===== config.mk =====
export PLATFORM = sky130hd
export DESIGN_NAME = ssu_controller
export DESIGN_NICKNAME = d
export VERILOG_FILES = /design/src/ssu_pkg.sv /design/src/ssu_controller.sv
export SDC_FILE = /design/constraint.sdc
export NUM_CORES = 1
export LEC_CHECK = 0
export BUFFER_PORTS_ARGS = -buffer_cell sky130_fd_sc_hd__buf_2
export CAP_MARGIN = 20
export CORE_ASPECT_RATIO = 1.2
export CORE_UTILIZATION = 45
export DETAILED_ROUTE_END_ITERATION = 6
export GPL_TIMING_DRIVEN = 0
export HOLD_SLACK_MARGIN = 0.02
export PLACE_DENSITY = 0.81
export SLEW_MARGIN = 25
export SYNTH_ARGS = -nofsm -noshare
export SYNTH_HDL_FRONTEND = slang
export SYNTH_SLANG_ARGS = --single-unit

===== constraint.sdc =====
create_clock -name clk -period 1.5 [get_ports clk]
set_input_delay 0.15 -clock clk [delete_from_list [all_inputs] [get_ports clk]]
set_output_delay 0.15 -clock clk [all_outputs]
set_load 0.05 [all_outputs]

===== src/ssu_pkg.sv =====
// shared types and constants of the sorted string set unit
// no dependencies
package ssu_pkg;

  localparam int CAP_CFG_W  = 9;
  localparam int STOR_CFG_W = 13;
  localparam int CFG_IDX_W  = 1;
  localparam int CFG_DATA_W = 13;

  localparam logic [CAP_CFG_W-1:0]  CAP_RESET  = 9'd256;
  localparam logic [STOR_CFG_W-1:0] STOR_RESET = 13'd4096;

  localparam logic [CFG_IDX_W-1:0] REG_CAPACITY_LIMIT = 1'b0;
  localparam logic [CFG_IDX_W-1:0] REG_STORAGE_LIMIT  = 1'b1;

  localparam logic [1:0] OP_INSERT = 2'd1;
  localparam logic [1:0] OP_CLEAR  = 2'd2;

  typedef enum logic [2:0] {
    STS_FOUND     = 3'd0,
    STS_INSERTED  = 3'd1,
    STS_NOT_FOUND = 3'd2,
    STS_NO_ROOM   = 3'd3,
    STS_TOO_LONG  = 3'd4,
    STS_CLEARED   = 3'd5
  } status_t;

  typedef enum logic [4:0] {
    S_IDLE, S_BS_CHECK, S_BS_LOAD, S_LS_CHECK, S_LS_LOAD, S_CMP_WAIT, S_CMP_EVAL,
    S_BS_RES, S_LS_RES, S_INS_CHECK, S_CP_READ, S_CP_WRITE, S_SORT_TEST,
    S_SI_CHECK, S_SI_LOAD, S_SJ_CHECK, S_SJ_LOAD, S_SJ_RES, S_PS_ISSUE,
    S_PS_EVAL, S_RESULT
  } state_t;

  typedef enum logic [1:0] {
    RET_BS, RET_LS, RET_SJ
  } ret_t;

  typedef enum logic [4:0] {
    DP_NOP, DP_BYTE, DP_CLEAR, DP_OVF, DP_TERM, DP_BS_ISSUE, DP_LOAD_A,
    DP_CMP_STEP, DP_CMP_LATCH, DP_FOUND_MID, DP_BS_NARROW, DP_IDX_ISSUE,
    DP_FOUND_IDX, DP_IDX_NEXT, DP_NOTFOUND, DP_NOROOM, DP_CP_START,
    DP_CP_WRITE, DP_CP_FINISH, DP_SI_INIT, DP_SI_ISSUE, DP_SI_LOADV,
    DP_SJ_ISSUE, DP_SJ_LOADX, DP_SJ_SHIFT, DP_SJ_PLACE, DP_PS_INIT,
    DP_PS_FOUND, DP_RESULT
  } dp_op_t;

  typedef struct packed {
    logic   in_ready;
    logic   cmp_stored;
    dp_op_t op;
  } dp_cmd_t;

  typedef struct packed {
    logic in_clear;
    logic in_term;
    logic key_ovf;
    logic cmp_diff;
    logic cmp_end;
    logic cmp_eq;
    logic cmp_gt;
    logic bs_more;
    logic ls_more;
    logic op_insert;
    logic room;
    logic cp_more;
    logic tail_zero;
    logic si_more;
    logic j_nz;
    logic ps_hit;
    logic out_free;
  } dp_stat_t;

endpackage


===== src/ssu_controller.sv =====
// controller state machine sequencing lookup, insert and re-sort
// depends on ssu_pkg
module ssu_controller (
  input  logic              clk,
  input  logic              rst,
  input  logic              in_valid,
  input  ssu_pkg::dp_stat_t stat,
  output ssu_pkg::dp_cmd_t  cmd
);
  import ssu_pkg::*;

  state_t state, state_next;
  ret_t   ret, ret_next;

  always_ff @(posedge clk) begin
    if (rst) begin
      state <= S_IDLE;
      ret   <= RET_BS;
    end else begin
      state <= state_next;
      ret   <= ret_next;
    end
  end

  always_comb begin
    state_next = state;
    ret_next   = ret;
    unique case (state)
      S_IDLE: begin
        if (in_valid) begin
          priority if (stat.in_clear) state_next = S_RESULT;
          else if (!stat.in_term) state_next = S_IDLE;
          else if (stat.key_ovf) state_next = S_RESULT;
          else state_next = S_BS_CHECK;
        end
      end
      S_BS_CHECK: state_next = stat.bs_more ? S_BS_LOAD : S_LS_CHECK;
      S_BS_LOAD: begin
        ret_next   = RET_BS;
        state_next = S_CMP_WAIT;
      end
      S_LS_CHECK: begin
        priority if (stat.ls_more) state_next = S_LS_LOAD;
        else if (stat.op_insert) state_next = S_INS_CHECK;
        else state_next = S_RESULT;
      end
      S_LS_LOAD: begin
        ret_next   = RET_LS;
        state_next = S_CMP_WAIT;
      end
      S_CMP_WAIT: state_next = S_CMP_EVAL;
      S_CMP_EVAL: begin
        if (stat.cmp_diff || stat.cmp_end) begin
          unique case (ret)
            RET_BS:  state_next = S_BS_RES;
            RET_LS:  state_next = S_LS_RES;
            default: state_next = S_SJ_RES;
          endcase
        end else begin
          state_next = S_CMP_WAIT;
        end
      end
      S_BS_RES: state_next = stat.cmp_eq ? S_RESULT : S_BS_CHECK;
      S_LS_RES: state_next = stat.cmp_eq ? S_RESULT : S_LS_CHECK;
      S_INS_CHECK: state_next = stat.room ? S_CP_READ : S_RESULT;
      S_CP_READ: state_next = stat.cp_more ? S_CP_WRITE : S_SORT_TEST;
      S_CP_WRITE: state_next = S_CP_READ;
      S_SORT_TEST: state_next = stat.tail_zero ? S_SI_CHECK : S_RESULT;
      S_SI_CHECK: state_next = stat.si_more ? S_SI_LOAD : S_PS_ISSUE;
      S_SI_LOAD: state_next = S_SJ_CHECK;
      S_SJ_CHECK: state_next = stat.j_nz ? S_SJ_LOAD : S_SI_CHECK;
      S_SJ_LOAD: begin
        ret_next   = RET_SJ;
        state_next = S_CMP_WAIT;
      end
      S_SJ_RES: state_next = stat.cmp_gt ? S_SJ_CHECK : S_SI_CHECK;
      S_PS_ISSUE: state_next = S_PS_EVAL;
      S_PS_EVAL: state_next = stat.ps_hit ? S_RESULT : S_PS_ISSUE;
      S_RESULT: if (stat.out_free) state_next = S_IDLE;
      default: state_next = S_IDLE;
    endcase
  end

  always_comb begin
    cmd.in_ready   = (state == S_IDLE);
    cmd.cmp_stored = (ret == RET_SJ);
    cmd.op         = DP_NOP;
    unique case (state)
      S_IDLE: begin
        if (in_valid) begin
          priority if (stat.in_clear) cmd.op = DP_CLEAR;
          else if (!stat.in_term) cmd.op = DP_BYTE;
          else if (stat.key_ovf) cmd.op = DP_OVF;
          else cmd.op = DP_TERM;
        end
      end
      S_BS_CHECK: if (stat.bs_more) cmd.op = DP_BS_ISSUE;
      S_BS_LOAD, S_LS_LOAD: cmd.op = DP_LOAD_A;
      S_LS_CHECK: begin
        priority if (stat.ls_more) cmd.op = DP_IDX_ISSUE;
        else if (!stat.op_insert) cmd.op = DP_NOTFOUND;
        else cmd.op = DP_NOP;
      end
      S_CMP_EVAL: cmd.op = (stat.cmp_diff || stat.cmp_end) ? DP_CMP_LATCH : DP_CMP_STEP;
      S_BS_RES: cmd.op = stat.cmp_eq ? DP_FOUND_MID : DP_BS_NARROW;
      S_LS_RES: cmd.op = stat.cmp_eq ? DP_FOUND_IDX : DP_IDX_NEXT;
      S_INS_CHECK: cmd.op = stat.room ? DP_CP_START : DP_NOROOM;
      S_CP_READ: if (!stat.cp_more) cmd.op = DP_CP_FINISH;
      S_CP_WRITE: cmd.op = DP_CP_WRITE;
      S_SORT_TEST: if (stat.tail_zero) cmd.op = DP_SI_INIT;
      S_SI_CHECK: cmd.op = stat.si_more ? DP_SI_ISSUE : DP_PS_INIT;
      S_SI_LOAD: cmd.op = DP_SI_LOADV;
      S_SJ_CHECK: cmd.op = stat.j_nz ? DP_SJ_ISSUE : DP_SJ_PLACE;
      S_SJ_LOAD: cmd.op = DP_SJ_LOADX;
      S_SJ_RES: cmd.op = stat.cmp_gt ? DP_SJ_SHIFT : DP_SJ_PLACE;
      S_PS_ISSUE: cmd.op = DP_IDX_ISSUE;
      S_PS_EVAL: cmd.op = stat.ps_hit ? DP_PS_FOUND : DP_IDX_NEXT;
      S_RESULT: if (stat.out_free) cmd.op = DP_RESULT;
      default: cmd.op = DP_NOP;
    endcase
  end

endmodule


==> results of run 1 <==
==> cell families after synthesis <==
| group | after synthesis | share of synthesized area |
|---|---|---|
| DFF | 7 | 0.102 |
| buffers and inverters | 28 | 0.0959 |
| AOI/OAI and AO/OA | 67 | 0.348 |
| muxes | 1 | 0.00731 |
| and+or+nand+nor | 95 | 0.447 |
==> sequential cells by signal, summed over array words and instances, names as in the netlist <==
register	count
ret	2
state	5
==> through the flow <==
step           instances  setup WS (ns)  hold slack, ns  cell area, sq um   util
2_1_floorplan        198         -0.353           0.219              1510      -
3_3_place_gp         258         -0.515           0.399              1690  0.594
3_5_place_dp         258         -0.496           0.397              1690  0.594
4_1_cts              264         -0.629           0.136              1850  0.653
5_1_grt              266         -0.694           0.143              2040  0.720
6_report             266         -0.643           0.151              2040  0.720
==> Yosys cell counts (all sizes together), types with 2 or more instances <==
cell     instances  area (sq um)
nor2            10          37.5
a2111oi          2          36.3
nor4             5          31.3
a211oi           7          52.6
o32ai            4          35.0
clkbuf           8          30.0
nand2            8          30.0
or4bb            4          45.0
or3b             3          26.3
o2111ai          2          17.5
or3              4          25.0
or4b             5          50.1
nor2b            8          50.1
o21ai            8          40.0
a31oi            4          25.0
o22ai            5          31.3
a311oi           2          17.5
or4              3          26.3
nand3b           7          52.6
a21oi           15          75.1
o31ai            4          30.0
nand2b          10          62.6
a22oi            2          15.0
dfxtp            7           140
buf             12          71.3
nor3            10          50.1
nand4bb          2          22.5
inv              7          26.3
nand3            6          30.0
nand4            4          25.0
a31o             3          26.3
==> worst max-delay path, cell delays in order, from the launching register on <==
cell and delay, ns:
dfxtp_2 0.35, buf_6 0.13, or4bb_4 0.54, a211oi_4 0.32, a311oi_2 0.09, nand4_1 0.15
buf_6 0.17
==> cell type report <==
class / instances / share of cell area
tap: 34 / 0.0208
buffer: 20 / 0.112
sequential: 7 / 0.0717
inverter: 8 / 0.0172
timing repair buffer: 30 / 0.0938
clock buffer: 4 / 0.0129
multi-input combinational: 163 / 0.672
==> routing by layer <==
layer  GRT usage  vias to the layer above  wire [um]
li1            -                      848          -
met1       0.497                      880       2200
met2       0.554                      193       2770
met3      0.0876                       48        796
met4       0.230                        0        395
met5           0                        -          0
==> worst max path at each step <==
stage	from	end	slack (ns)	depth (start not counted)
2_1_floorplan	state[3]$_SDFFE_PP0P_	cmd[2]	-0.35	5
4_1_cts	state[3]$_SDFFE_PP0P_	cmd[2]	-0.63	6
3_3_place_gp	state[4]$_SDFFE_PP0P_	cmd[1]	-0.52	6
5_1_grt	state[3]$_SDFFE_PP0P_	cmd[2]	-0.69	6
6_report	state[3]$_SDFFE_PP0P_	cmd[2]	-0.64	6
3_5_place_dp	state[4]$_SDFFE_PP0P_	cmd[1]	-0.50	6
==> timing repair <==
item / CTS / global route
resized for setup: 34 / 46
pin swaps: 11 / 13
hold endpoints to repair: 0 / 0
setup buffers: 2 / 1
endpoints found under the setup margin: 12 / 12
gates cloned: 0 / 1
==> power groups by stage <==
stage / clock (uW) / sequential, uW / combinational [uW]
2_1_floorplan: 0 / 306 / 2220
3_3_place_gp: 0 / 328 / 2850
3_5_place_dp: 0 / 328 / 2830
4_1_cts: 169 / 332 / 3170
5_1_grt: 180 / 348 / 3750
6_report: 159 / 340 / 3610
==> qor.csv, run 1 <==
stage,metric,value,unit
pwr,switchingPower,2300,uW
cells_and_area,area_growth,49.0,%
cells_and_area,seqCellArea,146,sq um
timing,fin_tns_setup,-3.99,ns
critical_path,worstReg2RegEnd,state[4]$_SDFFE_PP0P_,
cts,cts_buffers,3,
critical_path,cp-start-kind,flip-flop,
timing,fin_ws,-0.643,ns
logic_synthesis,synth_area,1370,sq um
critical_path,cp.arrival,1.99,ns
floorplanning,num_io_pins,27,
pwr,design_power_total,4110,uW
drt,route.detailed.drc,0,
cts,clock_path_buffers,2,
timing,final_hold_viol_count,0,
placement,port_buffers,26,
critical_path,r2r_start,state[3]$_SDFFE_PP0P_,
global_routing,overflow,0,
floorplanning,start_util,0.483,
timing,maxSlewHeadroom,0.640,
cells_and_area,antennaDiodeCount,0,
cts,htreeDepth,1,
min_path,whs_path_depth,2,
pwr,pwr-share-clk,0.039,
global_routing,grt.total_usage,0.381,
logic_synthesis,synthCells,198,
cells_and_area,layout_common_cells,"buf_2 (21), buf_6 (14), a21oi_1 (12), nor2_1 (8), nand2_1 (8)",
pwr,vdd.ir_drop.worst,1.51,mV
placement,place.gp.congestion,1.03,
drt,drt_wl_total,6170,um
timing,rsz0062_at_grt,true,
cells_and_area,drive_above_1_share,0.453,
cts,cts_num_sinks,7,
pwr,switching_share,0.559,
pwr,seqPwrFrac,0.083,
global_routing,antenna_found_initial,0,
logic_synthesis,synth_edf_count,0,
drt,first_pass_iters,5,
cts,root_buffer,clkbuf_4,
cts,clk_latency,0.24,ns
cts,ctsHoldBuffers,0,
logic_synthesis,synthDistinctLibCells,55,
floorplanning,die-area,3270,sq um
drt,via_per_inst,7.40,
status,violations,setup timing,
floorplanning,die_w,52.4,um
drt,antenna_left,0,
logic_synthesis,ys_seq_area_frac,0.102,
timing,fin_crit,2.14,ns
cells_and_area,multiInputGateArea,1370,sq um
global_routing,grt_pass1_wl,9430,um
timing,finalCritPeriodShare,1.43,
global_routing,grt_max_degree,11,
pwr,cellLeakagePower,0.000684,uW
pwr,pwr-share-comb,0.879,
timing,max_freq,467,MHz
floorplanning,num_rows,21,
pwr,p_int,1810,uW
cells_and_area,nFillCells,226,
critical_path,r2r_setup_slack,-0.40,ns
critical_path,crit_required,1.35,ns
timing,worstMarginPinSlew,0.538,ns
status,status,"finished, violations left",
floorplanning,coreArea,2840,sq um
cts,cts.clk_slew.worst_paths,0.05,ns
min_path,hold_path_class,primary input to flip-flop,
min_path,whs_endpoint,ret[1]$_SDFFE_PP0P_,
timing,drv_slew,0,
critical_path,path_class,flip-flop to primary output,
drt,vias,1969,
critical_path,end_kind,primary output,
logic_synthesis,avgSynthCellArea,6.92,sq um
logic_synthesis,ys_warn_count,0,
global_routing,grt_pass1_vias,1857,
cells_and_area,nets,253,
critical_path,path_max_fanout,5,
timing,fin_skew,0.00111,ns
placement,place_hpwl,4240,um
timing,setup_viol,11,
logic_synthesis,synthArstFlopShare,0,
logic_synthesis,synth_flop_cell,dfxtp_1,
floorplanning,die_height,62.4,um
logic_synthesis,synth_fp_nets,218,
drt,post_drt_wl_per_cell,23.2,um
drt,first_iter_violations,185,
logic_synthesis,ys_ff_latch,7,
pwr,power.density_cell_area,2010,nW/um^2
run,cap_viol_max_count,0,
cts,cts_tree,done,
cells_and_area,layout_commonest_cell,buf_2,
min_path,min_from,rst,
critical_path,ff2ff_path_depth,7,
Power figures use the tool's default switching activity.
==> inputs of run 2 (changes only) <==
Settings changed: PLACE_DENSITY 0.81 to 0.78.
Clock period 1.5 ns to 2.65 ns, I/O delays scaled along.
==> run 2 against run 1 <==
Against the previous run: the run now ends clean; routed wire length is 15% lower; combinational power shrank 60%; flip-flop and latch count unchanged; hold slack improved by 0.11 ns; core utilization fell by 17 points; total power is 58% lower; die area stayed put; cell count decreased by 1.9%; clock skew shrank 0.00055 ns; via count is 3.9% lower; global-route usage decreased by 4.8 points; non-clock buffer count decreased by 5.
==> qor.csv, run 2 (synthesis results as in run 1) <==
stage,metric,value,unit
cells_and_area,largest_reg_flops,5,
cts,cts.clk_slew.worst_paths,0.05,ns
timing,final_hold_viol_count,0,
timing,maxSlewHeadroom,0.644,
global_routing,grt_max_degree,11,
timing,fin_skew,0.000557,ns
critical_path,r2r_setup_slack,0.75,ns
drt,via_per_inst,7.25,
pwr,power.density_cell_area,1100,nW/um^2
pwr,pwr-share-clk,0.053,
cts,htreeDepth,1,
placement,dpl.cell_count,258,
floorplanning,start_util,0.483,
critical_path,path_class,flip-flop to primary output,
timing,max_freq,391,MHz
critical_path,crit_top_cell,buf_2,
drt,route.detailed.drc,0,
placement,dpl_cell_area,1540,sq um
drt,vias,1893,
floorplanning,num_io_pins,27,
cts,post_cts_buffers,0,
min_path,hold_path_class,primary input to flip-flop,
timing,whs,0.262,ns
timing,fin_tns_setup,0,ns
critical_path,cpPeakStageDelay,0.43,ns
floorplanning,num_rows,21,
cells_and_area,nets,248,
drt,antenna_left,0,
drt,first_iter_violations,147,
cells_and_area,layout_common_cells,"buf_2 (35), a21oi_1 (15), nor3_1 (10), nor2_1 (10), nand2b_1 (10)",
pwr,pwr-share-comb,0.843,
cells_and_area,layout_commonest_cell,buf_2,
cts,cts_num_sinks,7,
timing,setup_viol,0,
pwr,cellLeakagePower,0.000554,uW
cts,clock_path_buffers,2,
critical_path,cp-start-kind,flip-flop,
timing,rsz0062_at_grt,false,
critical_path,cp_cell_sequence,buf_2 -> buf_2 -> buf_2 -> nor2_1 -> a311oi_1 -> nand4_1 -> buf_2,
timing,drv_slew,0,
cts,ctsHoldBuffers,0,
cells_and_area,stdcell_count,261,
cells_and_area,design_area,1570,sq um
critical_path,end_kind,primary output,
cts,cts-resized-gates,0,
timing,worstMarginPinSlew,0.528,ns
drt,post_drt_wl_per_cell,20.1,um
placement,port_buffers,26,
status,status,completed,
critical_path,cp_slowest_cell,a311oi_1,
cells_and_area,multiInputGateArea,1100,sq um
placement,place.gp.congestion,1.12,
cells_and_area,post-route-util,0.553,
timing,fin_crit,2.56,ns
cts,cts_buffers,3,
cts,root_buffer,clkbuf_4,
drt,first_pass_iters,4,
pwr,switching_share,0.624,
cts,cts_tree,done,
cells_and_area,top_register,state,
timing,finalCritPeriodShare,0.965,
critical_path,crit_required,2.38,ns
cells_and_area,top_regs,"state x5, ret x2",
cts,clk_latency,0.24,ns
global_routing,overflow,0,
floorplanning,coreArea,2840,sq um
run,cap_viol_max_count,0,
critical_path,path_max_fanout,10,
drt,drt_wl_total,5250,um
cells_and_area,area_growth,14.5,%
floorplanning,die_height,62.4,um
floorplanning,die-area,3270,sq um
cells_and_area,antennaDiodeCount,0,
global_routing,grt_pass1_wl,8310,um
pwr,switchingPower,1080,uW
cells_and_area,drive_above_1_share,0.233,
critical_path,cp.arrival,2.29,ns
global_routing,grt_pass1_vias,1691,
floorplanning,die_w,52.4,um
cells_and_area,seqCellArea,140,sq um
pwr,seqPwrFrac,0.104,
pwr,vdd.ir_drop.worst,0.549,mV
global_routing,grt.total_usage,0.334,
pwr,p_int,650,uW
placement,place_hpwl,4030,um
global_routing,antenna_found_initial,0,
cells_and_area,nFillCells,289,
run 2: cell types whose count changed in the layout (fill, tap and decap cells not counted), moves of 4 or more:
cell      delta
buf_6       -12
nor3_1       +5
clkbuf_1     +5
buf_4        -6
buf_2       +14
a211oi_1     +4
run 2: power groups by stage:
stage                     combinational [uW]  sequential (uW)  clock (uW)
after floorplan                         1070              169           0
after global placement                  1410              180           0
after detailed placement                1400              179           0
after CTS                               1410              177        96.3
after global routing                    1530              183         103
final                                   1460              179        92.0
run 2: critical path: cells and delay by family, from the launching register on:
kind            cells  cell delay [ns]
flops               1             0.32
compound gates      1             0.43
simple gates        2             0.28
buf+inv             4             1.03
run 2: stage by stage:
step | setup WS [ns] | total power (uW)
finish | 0.0931 | 1730
floorplan | 0.331 | 1240
CTS | 0.0240 | 1680
global route | 0.0116 | 1810
global placement | 0.250 | 1590
detailed placement | 0.313 | 1580
run 2: path summary, 6_finish.rpt:
check / start / to / cells after the start
worst min register to register: ret[1]$_SDFFE_PP0P_ / ret[1]$_SDFFE_PP0P_ / 2
worst max register to register: state[0]$_SDFFE_PP0P_ / state[4]$_SDFFE_PP0P_ / 6
worst min-delay path: rst / ret[1]$_SDFFE_PP0P_ / 2
worst max-delay path: state[4]$_SDFFE_PP0P_ / cmd[2] / 7
run 2: final cells by class:
class | instances | share of cell area
Multi-Input combinational cell | 163 | 0.700
Sequential cell | 7 | 0.0893
Timing Repair Buffer | 26 | 0.0829
Buffer | 19 | 0.0646
Tap cell | 34 | 0.0271
Inverter | 8 | 0.0191
Clock buffer | 4 | 0.0167
run 2: metal layers:
metal  track usage  share of wire  wire, um  vias up
met5             0              0         0        -
met4         0.171          0.059       312        0
met3        0.0657           0.11       602       32
met2         0.503           0.44      2300      173
met1         0.438           0.39      2030      848
li1              -              -         -      840
